**src/hdl/assert_macros.svh**
```systemverilog
// Assertion helpers shared by the RTL.
// Each check is sampled on the rising edge of i_clk and is off while
// i_rst_n is low.
`ifndef ASSERT_MACROS_SVH
`define ASSERT_MACROS_SVH

// Consequent must hold in the same cycle as the antecedent.
`define ASSERT_SAME(label, ante, cons) \
    label: assert property (@(posedge i_clk) disable iff (!i_rst_n) (ante) |-> (cons)) \
        else $error("assertion failed");

// Consequent must hold in the cycle after the antecedent.
`define ASSERT_NEXT(label, ante, cons) \
    label: assert property (@(posedge i_clk) disable iff (!i_rst_n) (ante) |=> (cons)) \
        else $error("assertion failed");

`endif

```
**src/hdl/tcw_pkg.sv**
```systemverilog
// ----------------------------------------------------------------------------
// tcw_pkg
// Types and constants of the text console character writer: command and
// result beats, the configuration set and the register indexes.
// ----------------------------------------------------------------------------
`timescale 1ns / 1ps

package tcw_pkg;

    // Field widths fixed by the interface.
    localparam int COL_W  = 7;
    localparam int ROW_W  = 6;
    localparam int CHAR_W = 8;

    // Configuration port.
    localparam int CFG_IDX_W  = 3;
    localparam int CFG_DATA_W = 8;

    // Register indexes.
    localparam logic [CFG_IDX_W-1:0] CFG_COLUMNS        = 3'd0;
    localparam logic [CFG_IDX_W-1:0] CFG_ROWS           = 3'd1;
    localparam logic [CFG_IDX_W-1:0] CFG_SCROLL_ENABLE  = 3'd2;
    localparam logic [CFG_IDX_W-1:0] CFG_BACKSPACE_CODE = 3'd3;
    localparam logic [CFG_IDX_W-1:0] CFG_ENTER_CODE     = 3'd4;

    // Register reset values.
    localparam logic [7:0] RST_COLUMNS        = 8'd80;
    localparam logic [6:0] RST_ROWS           = 7'd25;
    localparam logic       RST_SCROLL_ENABLE  = 1'b1;
    localparam logic [7:0] RST_BACKSPACE_CODE = 8'd8;
    localparam logic [7:0] RST_ENTER_CODE     = 8'd13;

    // Character codes.
    localparam logic [CHAR_W-1:0] CH_SPACE   = 8'h20;
    localparam logic [CHAR_W-1:0] CH_NEWLINE = 8'h0A;

    // Command modes.
    localparam logic MODE_PUT  = 1'b0;
    localparam logic MODE_READ = 1'b1;

    typedef struct packed {
        logic              mode;
        logic [CHAR_W-1:0] char_code;
        logic [COL_W-1:0]  read_col;
        logic [ROW_W-1:0]  read_row;
    } t_cmd;

    typedef struct packed {
        logic [COL_W-1:0]  cursor_col;
        logic [ROW_W-1:0]  cursor_row;
        logic [CHAR_W-1:0] cell_char;
        logic              scrolled;
    } t_result;

    typedef struct packed {
        logic [7:0] columns;
        logic [6:0] rows;
        logic       scroll_enable;
        logic [7:0] backspace_code;
        logic [7:0] enter_code;
    } t_cfg;

endpackage

```
**src/hdl/tcw_seq.sv**
```systemverilog
// ----------------------------------------------------------------------------
// tcw_seq
// Cursor logic and grid sequencer. One address counter walks the grid for
// the clearing pass after reset, the row copy of a scroll and the blanking
// of the last row; puts and reads touch a single cell.
// ----------------------------------------------------------------------------
`timescale 1ns / 1ps

module tcw_seq #(
    parameter int MAX_COLS = 128,
    parameter int MAX_ROWS = 64,
    parameter int CW       = 7,
    parameter int RW       = 6,
    parameter int AW       = 13
) (
    input  logic              i_clk,
    input  logic              i_rst_n,
    input  tcw_pkg::t_cfg     i_cfg,
    input  logic              i_start,
    input  tcw_pkg::t_cmd     i_cmd,
    output logic              o_busy,
    output logic              o_done,
    output tcw_pkg::t_result  o_result,
    output logic              o_mem_we,
    output logic [AW-1:0]     o_mem_waddr,
    output logic [7:0]        o_mem_wdata,
    output logic [AW-1:0]     o_mem_raddr,
    input  logic [7:0]        i_mem_rdata
);

    import tcw_pkg::*;

    localparam int NCW   = $clog2(MAX_COLS + 1);
    localparam int NRW   = $clog2(MAX_ROWS + 1);
    localparam int DEPTH = MAX_ROWS * (2 ** CW);
    localparam logic [AW-1:0] STRIDE    = AW'(2 ** CW);
    localparam logic [AW-1:0] LAST_ADDR = AW'(DEPTH - 1);

    typedef enum logic [5:0] {
        S_CLEAR   = 6'b000001,
        S_IDLE    = 6'b000010,
        S_RDOUT   = 6'b000100,
        S_COPY    = 6'b001000,
        S_COPYEND = 6'b010000,
        S_BLANK   = 6'b100000
    } t_state;

    t_state          r_state, n_state;
    logic [CW-1:0]   r_cx, n_cx;
    logic [RW-1:0]   r_cy, n_cy;
    logic [AW-1:0]   r_addr, n_addr;
    logic [AW-1:0]   r_wa, n_wa;
    logic            r_wv, n_wv;
    logic [RW-1:0]   r_lrow, n_lrow;
    logic            r_oob, n_oob;
    logic            r_done, n_done;
    t_result         r_res, n_res;

    logic [NCW-1:0]  nc;
    logic [NRW-1:0]  nr;
    logic [RW-1:0]   row_last;
    logic [CW:0]     x_inc;
    logic [RW:0]     y_inc;
    logic            cr_wrap;
    logic [RW-1:0]   cr_y;
    logic            is_bs;
    logic            is_nl;
    logic            do_store;
    logic [CW-1:0]   p_x;
    logic [RW-1:0]   p_y;
    logic            p_cr;
    logic            p_we;
    logic            p_scroll;
    logic            rd_in_range;
    logic [AW-1:0]   rd_addr;
    logic [AW-1:0]   copy_end;
    logic [AW-1:0]   blank_end;

    // Effective window size, clamped to 1..MAX.
    always_comb begin
        if (i_cfg.columns == 8'd0) begin
            nc = NCW'(1);
        end else if ({1'b0, i_cfg.columns} > 9'(MAX_COLS)) begin
            nc = NCW'(MAX_COLS);
        end else begin
            nc = NCW'(i_cfg.columns);
        end
        if (i_cfg.rows == 7'd0) begin
            nr = NRW'(1);
        end else if ({1'b0, i_cfg.rows} > 8'(MAX_ROWS)) begin
            nr = NRW'(MAX_ROWS);
        end else begin
            nr = NRW'(i_cfg.rows);
        end
    end

    assign row_last = RW'(nr - NRW'(1));

    // Carriage return target row.
    assign y_inc   = {1'b0, r_cy} + (RW+1)'(1);
    assign cr_wrap = y_inc >= (RW+1)'(nr);
    assign cr_y    = cr_wrap ? row_last : y_inc[RW-1:0];

    // Put decode and cursor update.
    assign x_inc    = {1'b0, r_cx} + (CW+1)'(1);
    assign is_bs    = i_cmd.char_code == i_cfg.backspace_code;
    assign is_nl    = (i_cmd.char_code == CH_NEWLINE) || (i_cmd.char_code == i_cfg.enter_code);
    assign do_store = ((CW+1)'(r_cx) < (CW+1)'(nc)) && ((RW+1)'(r_cy) < (RW+1)'(nr));

    always_comb begin
        p_x  = r_cx;
        p_y  = r_cy;
        p_cr = 1'b0;
        p_we = 1'b0;
        if (is_bs) begin
            if (r_cx != '0) begin
                p_x = r_cx - CW'(1);
            end
        end else if (is_nl) begin
            p_cr = 1'b1;
        end else begin
            p_we = do_store;
            if (x_inc >= (CW+1)'(nc)) begin
                p_cr = 1'b1;
            end else begin
                p_x = x_inc[CW-1:0];
            end
        end
        if (p_cr) begin
            p_x = '0;
            p_y = cr_y;
        end
    end

    assign p_scroll = p_cr && cr_wrap && i_cfg.scroll_enable;

    // Read address and bounds check.
    assign rd_in_range = ({2'b00, i_cmd.read_col} < 9'(MAX_COLS))
                      && ({2'b00, i_cmd.read_row} < 8'(MAX_ROWS));
    assign rd_addr     = {RW'(i_cmd.read_row), CW'(i_cmd.read_col)};

    // Scroll sweep limits.
    assign copy_end  = {r_lrow, {CW{1'b0}}} - AW'(1);
    assign blank_end = {r_lrow, {CW{1'b1}}};

    // Sequencer.
    always_comb begin
        n_state     = r_state;
        n_cx        = r_cx;
        n_cy        = r_cy;
        n_addr      = r_addr;
        n_wa        = r_wa;
        n_wv        = 1'b0;
        n_lrow      = r_lrow;
        n_oob       = r_oob;
        n_done      = 1'b0;
        n_res       = r_res;
        o_mem_we    = 1'b0;
        o_mem_waddr = r_addr;
        o_mem_wdata = CH_SPACE;
        o_mem_raddr = rd_addr;
        case (r_state)
            S_CLEAR: begin
                o_mem_we = 1'b1;
                n_addr   = r_addr + AW'(1);
                if (r_addr == LAST_ADDR) begin
                    n_addr  = '0;
                    n_state = S_IDLE;
                end
            end
            S_IDLE: begin
                if (i_start) begin
                    if (i_cmd.mode == MODE_READ) begin
                        n_oob   = !rd_in_range;
                        n_state = S_RDOUT;
                    end else begin
                        o_mem_we    = p_we;
                        o_mem_waddr = {r_cy, r_cx};
                        o_mem_wdata = i_cmd.char_code;
                        n_cx        = p_x;
                        n_cy        = p_y;
                        if (p_scroll) begin
                            n_lrow = row_last;
                            if (row_last != '0) begin
                                n_addr  = '0;
                                n_state = S_COPY;
                            end else begin
                                n_addr  = {row_last, {CW{1'b0}}};
                                n_state = S_BLANK;
                            end
                        end else begin
                            n_done           = 1'b1;
                            n_res.cursor_col = COL_W'(p_x);
                            n_res.cursor_row = ROW_W'(p_y);
                            n_res.cell_char  = '0;
                            n_res.scrolled   = 1'b0;
                        end
                    end
                end
            end
            S_RDOUT: begin
                n_done           = 1'b1;
                n_res.cursor_col = COL_W'(r_cx);
                n_res.cursor_row = ROW_W'(r_cy);
                n_res.cell_char  = r_oob ? CH_SPACE : i_mem_rdata;
                n_res.scrolled   = 1'b0;
                n_state          = S_IDLE;
            end
            S_COPY: begin
                // Read one row ahead, write the previous read back one row up.
                o_mem_raddr = r_addr + STRIDE;
                o_mem_we    = r_wv;
                o_mem_waddr = r_wa;
                o_mem_wdata = i_mem_rdata;
                n_wa        = r_addr;
                n_wv        = 1'b1;
                n_addr      = r_addr + AW'(1);
                if (r_addr == copy_end) begin
                    n_state = S_COPYEND;
                end
            end
            S_COPYEND: begin
                o_mem_we    = 1'b1;
                o_mem_waddr = r_wa;
                o_mem_wdata = i_mem_rdata;
                n_addr      = {r_lrow, {CW{1'b0}}};
                n_state     = S_BLANK;
            end
            S_BLANK: begin
                o_mem_we = 1'b1;
                n_addr   = r_addr + AW'(1);
                if (r_addr == blank_end) begin
                    n_done           = 1'b1;
                    n_res.cursor_col = COL_W'(r_cx);
                    n_res.cursor_row = ROW_W'(r_cy);
                    n_res.cell_char  = '0;
                    n_res.scrolled   = 1'b1;
                    n_state          = S_IDLE;
                end
            end
            default: begin
                n_state = S_IDLE;
            end
        endcase
    end

    // Control state.
    always_ff @(posedge i_clk) begin
        if (!i_rst_n) begin
            r_state <= S_CLEAR;
            r_cx    <= '0;
            r_cy    <= '0;
            r_addr  <= '0;
            r_wv    <= 1'b0;
            r_done  <= 1'b0;
        end else begin
            r_state <= n_state;
            r_cx    <= n_cx;
            r_cy    <= n_cy;
            r_addr  <= n_addr;
            r_wv    <= n_wv;
            r_done  <= n_done;
        end
    end

    // Payload registers.
    always_ff @(posedge i_clk) begin
        r_wa   <= n_wa;
        r_lrow <= n_lrow;
        r_oob  <= n_oob;
        r_res  <= n_res;
    end

    assign o_busy   = r_state != S_IDLE;
    assign o_done   = r_done;
    assign o_result = r_res;

endmodule

```
**config.mk**
```make
export PLATFORM = sky130hd
export DESIGN_NAME = tcw_seq
export DESIGN_NICKNAME = d
export VERILOG_FILES = /design/src/hdl/assert_macros.svh /design/src/hdl/tcw_pkg.sv /design/src/hdl/tcw_seq.sv
export SDC_FILE = /design/constraint.sdc
export NUM_CORES = 1
export LEC_CHECK = 0
export ABC_CLOCK_PERIOD_IN_PS = 3800
export BUFFER_PORTS_ARGS = -buffer_cell sky130_fd_sc_hd__buf_2
export CAP_MARGIN = 25
export CORE_MARGIN = 2
export CORE_UTILIZATION = 50
export CTS_CLUSTER_DIAMETER = 40
export CTS_CLUSTER_SIZE = 24
export DETAILED_ROUTE_END_ITERATION = 8
export PLACE_DENSITY = 0.77
export SLEW_MARGIN = 20
export SYNTH_ARGS = -nofsm -noshare
export SYNTH_HDL_FRONTEND = slang
export SYNTH_SLANG_ARGS = --single-unit
```
**constraint.sdc**
```tcl
create_clock -name i_clk -period 3.8 [get_ports i_clk]
set_input_delay 0.38 -clock i_clk [delete_from_list [all_inputs] [get_ports i_clk]]
set_output_delay 0.38 -clock i_clk [all_outputs]
set_load 0.01 [all_outputs]
```
; Yosys cells after proc, flatten, opt, wreduce, memory -nomap -nowiden
; Index checks and enable logic that the tools add are counted.
[op_classes]
reduce_logical = 18
add_sub_neg = 7
n_bitwise = 1
muxes = 51
order_cmp = 6
eq_ne = 21
[op_table]
columns = cell, n
row1 = 13-bit 2-to-1 mux, 8
row2 = 22-bit 2-to-1 mux, 4
row3 = 22-bit case mux with 3 select lines, 1
row4 = 6-bit 2-to-1 mux, 9
row5 = 13-bit case mux with 4 select lines, 1
row6 = 7-bit 2-to-1 mux, 7
row7 = 8-bit 2-to-1 mux, 4
row8 = 6-bit case mux with 5 select lines, 1
row9 = 13-bit == test, 2
row10 = 13-bit case mux with 2 select lines, 1
row11 = 8-bit == test, 2
row12 = 8-bit case mux with 2 select lines, 1
row13 = "2-bit != test, second input constant", 7
row14 = "13-bit by 1-bit adder with 13-bit output, second input constant", 1
row15 = "13-bit by 8-bit adder with 13-bit output, second input constant", 1
row16 = "13-bit == test, second input constant", 1
row17 = "13-bit by 1-bit subtractor with 13-bit output, second input constant", 1
row18 = 1-bit 2-to-1 mux, 12
row19 = 5-bit AND reduction, 2
row20 = "7-bit by 1-bit adder with 8-bit output, second input constant", 1
row21 = "8-bit by 4-bit == test with 1-bit output, second input constant", 1
row22 = 8-bit greater-or-equal comparator, 1
row23 = "8-bit greater-than comparator, second input constant", 1
row24 = 8-bit logical NOT, 1
row25 = 28 further kinds, 33
[word_totals]
inputBits = 65
out_inout_bits = 59
register_bits = 75
word_cells = 116

; Depth between registers and ports, before layout
; Gate-level depths: netlist of the first run.
[logic_depth]
ltp_word = 13
depth_mapped = 13
depth_no_buf = 12

; Least setup slack after synthesis of the first run
; Ideal clock, no wire load.
[synth_timing]
kind = register to register
start = reg r_cx[2]
end = reg r_res (netlist bit o_result[0]), enable pin
slack_ps = 108
stages_incl_launch_ff = 12
n_path_buf = 1
arrival_time_ps = 3292
synth_period_minus_slack_ps = 3692
cell_sequence = dfxtp_1 > buf_1 > nand3_1 > xnor2_1 > ha_1 > or4_1 > a21oi_1 > o31ai_2 > nor2_2 > nand4bb_1 > a21boi_0 > nor2_1
[synth_via]
elab_chain_len = 9
[synth_rtl]
columns = element, line
row1 = start: declaration, tcw_seq.sv:49  ; logic [CW-1:0] r_cx, n_cx;
row2 = start signal: assignment, tcw_seq.sv:258  ; r_cx <= n_cx;
row3 = 7-bit by 1-bit adder with 8-bit output, tcw_seq.sv:105  ; assign x_inc = {1'b0, r_cx} + (CW+1)'(1);
row4 = 8-bit greater-or-equal comparator, tcw_seq.sv:123  ; if (x_inc >= (CW+1)'(nc)) begin
row5 = 1-bit 2-to-1 mux, tcw_seq.sv:123
row6 = 1-bit 2-to-1 mux, tcw_seq.sv:119  ; end else if (is_nl) begin
row7 = 1-bit 2-to-1 mux, tcw_seq.sv:115  ; if (is_bs) begin
row8 = 1-bit logical AND (2 in series), tcw_seq.sv:135  ; assign p_scroll = p_cr && cr_wrap && i_cfg.scroll_enable;
row9 = 2-bit != test (no source line), --
row10 = 5-bit AND reduction (no source line), --
row11 = end signal: assignment, tcw_seq.sv:271  ; r_res <= n_res;
row12 = end: declaration, tcw_seq.sv:57  ; t_result r_res, n_res;
; Every way passes these cells.
; A chain may end at the register's enable or synchronous reset.

; Worst setup path in the final report of the first run
[layout_timing]
start = reg r_cx[1]
end = reg r_res (netlist bit o_result[17]), enable pin
; The elaborated chain is that of the path after synthesis.

==> results of run 1 <==
==> synthesized netlist by cell type, types with 4 or more instances <==
cell | number | area, um2
clkbuf_1 | 19 | 71.3
o21ai_0 | 43 | 215
nand3_1 | 19 | 95.1
mux2_2 | 7 | 78.8
a22oi_1 | 17 | 128
o211ai_1 | 4 | 30.0
o21a_1 | 9 | 67.6
o31ai_1 | 5 | 37.5
nor4b_1 | 4 | 35.0
inv_1 | 28 | 105
a22o_1 | 9 | 78.8
a32o_1 | 6 | 60.1
a21oi_1 | 42 | 210
xnor2_1 | 31 | 272
a211oi_1 | 8 | 60.1
mux2i_1 | 4 | 40.0
xor2_1 | 18 | 158
buf_4 | 4 | 30.0
ha_1 | 37 | 463
and2_1 | 9 | 56.3
dfxtp_1 | 34 | 681
buf_2 | 8 | 40.0
nor2_1 | 43 | 161
nor4_1 | 5 | 31.3
or4_1 | 4 | 30.0
nor3_1 | 15 | 75.1
and3_1 | 4 | 25.0
a31oi_1 | 5 | 31.3
nand2b_1 | 7 | 43.8
nand2_1 | 56 | 210
nand4_1 | 8 | 50.1
edfxtp_1 | 41 | 1230
==> sequential cells by signal (all words and copies together) (netlist names) <==
signal,cells
o_result,22
r_wv,1
r_cx,7
r_lrow,6
o_done,1
r_state,6
r_wa,13
r_cy,6
r_addr,13
==> kinds of logic (layout without fill, tap and decap cells) <==
family | Yosys count | count (layout)
DFF | 75 | 75
adders and majority gates | 37 | 37
AOI/OAI and AO/OA | 183 | 183
and+or+nand+nor | 208 | 208
xor gates and xnor gates | 49 | 49
buffers and inverters | 65 | 181
muxes | 11 | 11
==> cell type report <==
cell class,instances,share of cell area [%]
clock inverters,5,1.55
repair buffers,135,11.0
clock buffers,11,2.00
flip-flops and latches,75,29.2
well taps,140,2.67
inverters,30,1.72
multi-input cells,488,51.9
==> path summary, 6_finish.rpt <==
kind	start	cells after the start	slack, ns	end
worst max-delay path	r_cx[1]	12	0.29	o_result[17]
worst min-delay path	i_mem_rdata[1]	2	0.33	o_result[2]
worst max register to register	r_cx[1]	12	0.29	o_result[17]
worst min register to register	r_addr[4]	0	0.51	r_wa[4]
==> routing by layer <==
metal | part of all wire (%) | vias to the layer above | wire length (um)
li1 | - | 2545 | -
met1 | 43 | 2513 | 6820
met2 | 47 | 256 | 7530
met3 | 8.1 | 30 | 1290
met4 | 2.0 | 0 | 327
met5 | 0 | - | 0
==> where the power goes <==
group,switching [uW],internal (uW),total (uW)
sequential,39.9,873,913
combinational,217,161,379
clock,296,435,731
total,553,1470,2020
==> per-stage QoR <==
| step | total power, uW | hold slack (ns) | setup WS (ns) | util (%) |
|---|---|---|---|---|
| floorplan | 1170 | 0.403 | 0.108 | - |
| global placement | 1290 | 0.472 | 0.492 | 58.0 |
| detailed placement | 1300 | 0.476 | 0.391 | 58.0 |
| CTS | 2010 | 0.330 | 0.328 | 60.2 |
| global route | 2090 | 0.329 | 0.0494 | 60.2 |
| finish | 2020 | 0.330 | 0.293 | 60.2 |
==> results_dict.tcl, run 1 <==
set metrics [dict create \
    yosysWarnings 0 \
    timing.final.crit_share_pct 92.3 \
    gr-total-overflow 0 \
    final-hold-violation-count 0 \
    ys_ff_latch 75 \
    synth_area_mm2 0.00560 \
    cts_buffers 9 \
    htreeDepth 3 \
    grt.busiest_layer "met2" \
    crit_chain "ha_1, nand3_1, xnor2_1, ha_1, or4_1, a21oi_1, o31ai_2, nor2_2, nand4bb_1, a21boi_0, nor2_2, buf_12" \
    fin_crit_ns 3.51 \
    slew_headroom_pct 32.2 \
    routed_via_density 6.05 \
    clock_latency_ns 0.35 \
    stdcell_count 884 \
    startpoint_type "flop" \
    nets 841 \
    place_area_mm2 0.00632 \
    antenna_found_initial 0 \
    grt_max_degree 34 \
    synth_top_family_by_area "compound AO/OA/AOI/OAI gates" \
    min_path_type "in -> reg" \
    cts_hold_buf 0 \
    cp_top_family "simple AND/OR/NAND/NOR gates" \
    cts_setup_buffers 0 \
    cp_max_fo 22 \
    place_congestion 0.969 \
    num_rows 38 \
    first_pass_iters 5 \
    vias 5344 \
    cts_root_buffer "clkbuf_8" \
    clock-sinks 75 \
    setup_viol 0 \
    drt_iter0_drc 441 \
    synthSimpleGateAreaFrac_pct 20.3 \
    dpl.hpwl_mm 12.0 \
    cts_resized 0 \
    required_ns 3.85 \
    leakage_uw 0.00270 \
    path_class "reg -> reg" \
    syn_inst 628 \
    async_reset_ff_share_pct 0 \
    insertedDiodeCount 0 \
    placedCellCount 868 \
    worstMarginPinSlew_ns 1.01 \
    drive_above_1_share_pct 25.0 \
    worst_clock_skew_ns 0.0120 \
    drt_wl_total_mm 16.0 \
    clk_pin_slew_ns 0.08 \
    ys_seq_area_share_pct 34.1 \
    grt_pass1_wl_mm 25.0 \
    grt.met3_usage_pct 3.85 \
    synth_ff_type "edfxtp_1" \
    mostFrequentLayoutCell "buf_2" \
    synth_edf_count 41 \
    maxSlewViolCount 0 \
    synth_xor_area_share_pct 7.66 \
    synth_nets 730 \
    ir_drop_v 0.000214 \
    die_area_mm2 0.0121 \
    die_y_um 110 \
    crit_path_end_kind "flop" \
    core_mm2 0.0109 \
    crit_buf_inv 1 \
    fin_setup_tns_ns 0 \
    ff_latch_area_mm2 0.00191 \
    crit_path_top_delay_cell "dfxtp_1" \
    fp.dieW_um 110 \
    grt_use_met2_pct 45.0 \
    outcome "completed" \
    cap_violations 0 \
    drc 0 \
    synth_cell_types 86 \
    grt_pass1_vias 4948 \
    area_growth_pct 16.9 \
    layout_common_cells "buf_2 (123), nand2_1 (56), o21ai_0 (43)" \
    synthAdderAreaFrac_pct 8.26 \
    fmax_mhz 285 \
    track_usage_pct 26.5 \
    cts_tree "built" \
    pin_count 124 \
    wire_per_inst_um 18.1 \
    rsz0062_at_grt "no" \
    multi_input_area_mm2 0.00340 \
    fill_cells 957 \
    synth_compound_area_share_pct 22.3 \
    start_util_pct 51.5 \
    power_density_mw_per_mm2 309 \
    final_cell_area_mm2 0.00655 \
    synth_area_per_cell_um2 8.92 \
    grt_use_met1_pct 34.7 \
    worstPathArrival_ns 3.56 \
    detail-route-antenna-nets 0 \
    synthMuxAreaShare_pct 2.12 \
    slowest_delay_ns 0.54 \
    clockBufferDepth 2 \
    port_buffers 123 \
]
Note: power is estimated with default switching activity, not from simulation.
==> run 2, diff against run 1 <==
--- a/config.mk
+++ b/config.mk
@@ -9,11 +9,12 @@
 export BUFFER_PORTS_ARGS = -buffer_cell sky130_fd_sc_hd__buf_2
 export CAP_MARGIN = 25
 export CORE_MARGIN = 2
-export CORE_UTILIZATION = 50
+export CORE_UTILIZATION = 51
+export CTS_BUF_LIST = sky130_fd_sc_hd__clkbuf_8
 export CTS_CLUSTER_DIAMETER = 40
 export CTS_CLUSTER_SIZE = 24
 export DETAILED_ROUTE_END_ITERATION = 8
-export PLACE_DENSITY = 0.77
+export PLACE_DENSITY = 0.79
 export SLEW_MARGIN = 20
 export SYNTH_ARGS = -nofsm -noshare
 export SYNTH_HDL_FRONTEND = slang
==> run 2 against run 1 <==
Effect of this change:
- critical path type unchanged
- register-to-register slack gained 0.04 ns
- flip-flop and latch count is the same
- core utilization is essentially flat
- critical path depth is the same
- largest power group unchanged
- maximum frequency grew 1.2%
- critical endpoint is now o_result[8]
- worst hold slack lost 0.0034 ns
- global-route usage grew 0.91 points
==> results_dict.tcl, run 2 (synthesis results as in run 1) <==
set metrics [dict create \
    outcome "completed" \
    cts_buffers 9 \
    pre_cts_slack_ns 0.415 \
    insertedDiodeCount 0 \
    pin_count 124 \
    power_density_mw_per_mm2 284 \
    drc 0 \
    vias 5406 \
    detail-route-antenna-nets 0 \
    worstPathArrival_ns 3.50 \
    clock_latency_ns 0.36 \
    grt_pass1_vias 5065 \
    fin_setup_tns_ns 0 \
    fmax_mhz 288 \
    die_y_um 109 \
    antenna_found_initial 0 \
    slew_headroom_pct 31.8 \
    largest_reg_flops 22 \
    htreeDepth 3 \
    cts_setup_buffers 0 \
    nets 844 \
    startpoint_type "flop" \
    grt_max_degree 28 \
    clock-sinks 75 \
    worst_clock_skew_ns 0.0132 \
    fin_crit_ns 3.47 \
    cts_hold_buf 0 \
    leakage_uw 0.00269 \
    hold_depth 2 \
    cts_tree "built" \
    ff_latch_area_mm2 0.00191 \
    grt_pass1_wl_mm 25.4 \
    layout_common_cells "buf_2 (123), nand2_1 (56), o21ai_0 (43)" \
    dpl.hpwl_mm 12.2 \
    num_rows 38 \
    worstMarginPinSlew_ns 1.02 \
    gr-total-overflow 0 \
    core_mm2 0.0108 \
    rsz0062_at_grt "no" \
    min_path_type "in -> reg" \
    routed_via_density 6.09 \
    maxSlewViolCount 0 \
    multi_input_area_mm2 0.00340 \
    cp_max_fo 22 \
    drive_above_1_share_pct 25.4 \
    cts_resized 0 \
    area_growth_pct 15.9 \
    track_usage_pct 27.4 \
    wire_per_inst_um 18.2 \
    drt_iter0_drc 539 \
    cts_root_buffer "clkbuf_8" \
    drt_wl_total_mm 16.1 \
    fp.dieW_um 109 \
    setup_ws_ns 0.333 \
    first_pass_iters 6 \
    place_congestion 0.956 \
    die_area_mm2 0.0118 \
    clk_pin_slew_ns 0.08 \
    ir_drop_v 0.000148 \
    required_ns 3.84 \
    mostFrequentLayoutCell "buf_2" \
    final-hold-violation-count 0 \
    fill_cells 932 \
    timing.final.crit_share_pct 91.2 \
    port_buffers 123 \
    path_class "reg -> reg" \
    clockBufferDepth 2 \
    reg2reg_depth 12 \
    cap_violations 0 \
    setup_viol 0 \
    start_util_pct 51.9 \
    crit_path_end_kind "flop" \
]
[run 2: metrics by stage]
step	hold WS, ns	area, um2	util (%)	cells	power, uW
5_1_grt	0.330	6500	60.2	887	1920
3_3_place_gp	0.478	6320	58.6	870	1300
4_1_cts	0.326	6500	60.2	887	1840
3_5_place_dp	0.498	6330	58.6	871	1310
6_report	0.326	6500	60.2	887	1850
2_1_floorplan	0.403	5600	-	628	1170
[run 2: power breakdown]
| part | leakage [uW] | switching, uW | internal (uW) |
|---|---|---|---|
| Sequential | 0.000656 | 41.9 | 873 |
| Combinational | 0.00195 | 220 | 162 |
| Clock | 0.0000845 | 317 | 234 |
| Total | 0.00269 | 579 | 1270 |
[run 2: final cells by class]
class                           instances  area share [%]
Multi-Input combinational cell        488            52.4
Clock inverter                          7           0.655
Timing Repair Buffer                  138            11.2
Clock buffer                            9            1.91
Tap cell                              140            2.70
Inverter                               30            1.73
Sequential cell                        75            29.4
[run 2: metal layers]
layer	vias up	GRT usage (%)	routed length, um
met4	0	7.97	228
met3	25	4.96	1430
met1	2528	35.8	6840
met2	305	46.5	7620
met5	-	0	0
li1	2548	-	-
[run 2: path summary, 6_finish.rpt]
path,from,endpoint,slack (ns)
max,r_cx[0],o_result[8],0.33
min,i_mem_rdata[0],o_result[1],0.33
max reg2reg,r_cx[0],o_result[8],0.33
min reg2reg,r_addr[3],r_wa[3],0.52
[run 2: critical path, cell delays in order, from the launching register on]
cell	delay, ns
dfxtp_1	0.56
ha_1	0.36
nand3_1	0.15
xnor2_1	0.19
ha_1	0.24
or4_1	0.46
a21oi_1	0.16
o31ai_2	0.13
nor2_2	0.14
nand4bb_1	0.20
a21boi_0	0.15
nor2_2	0.12
buf_4	0.28
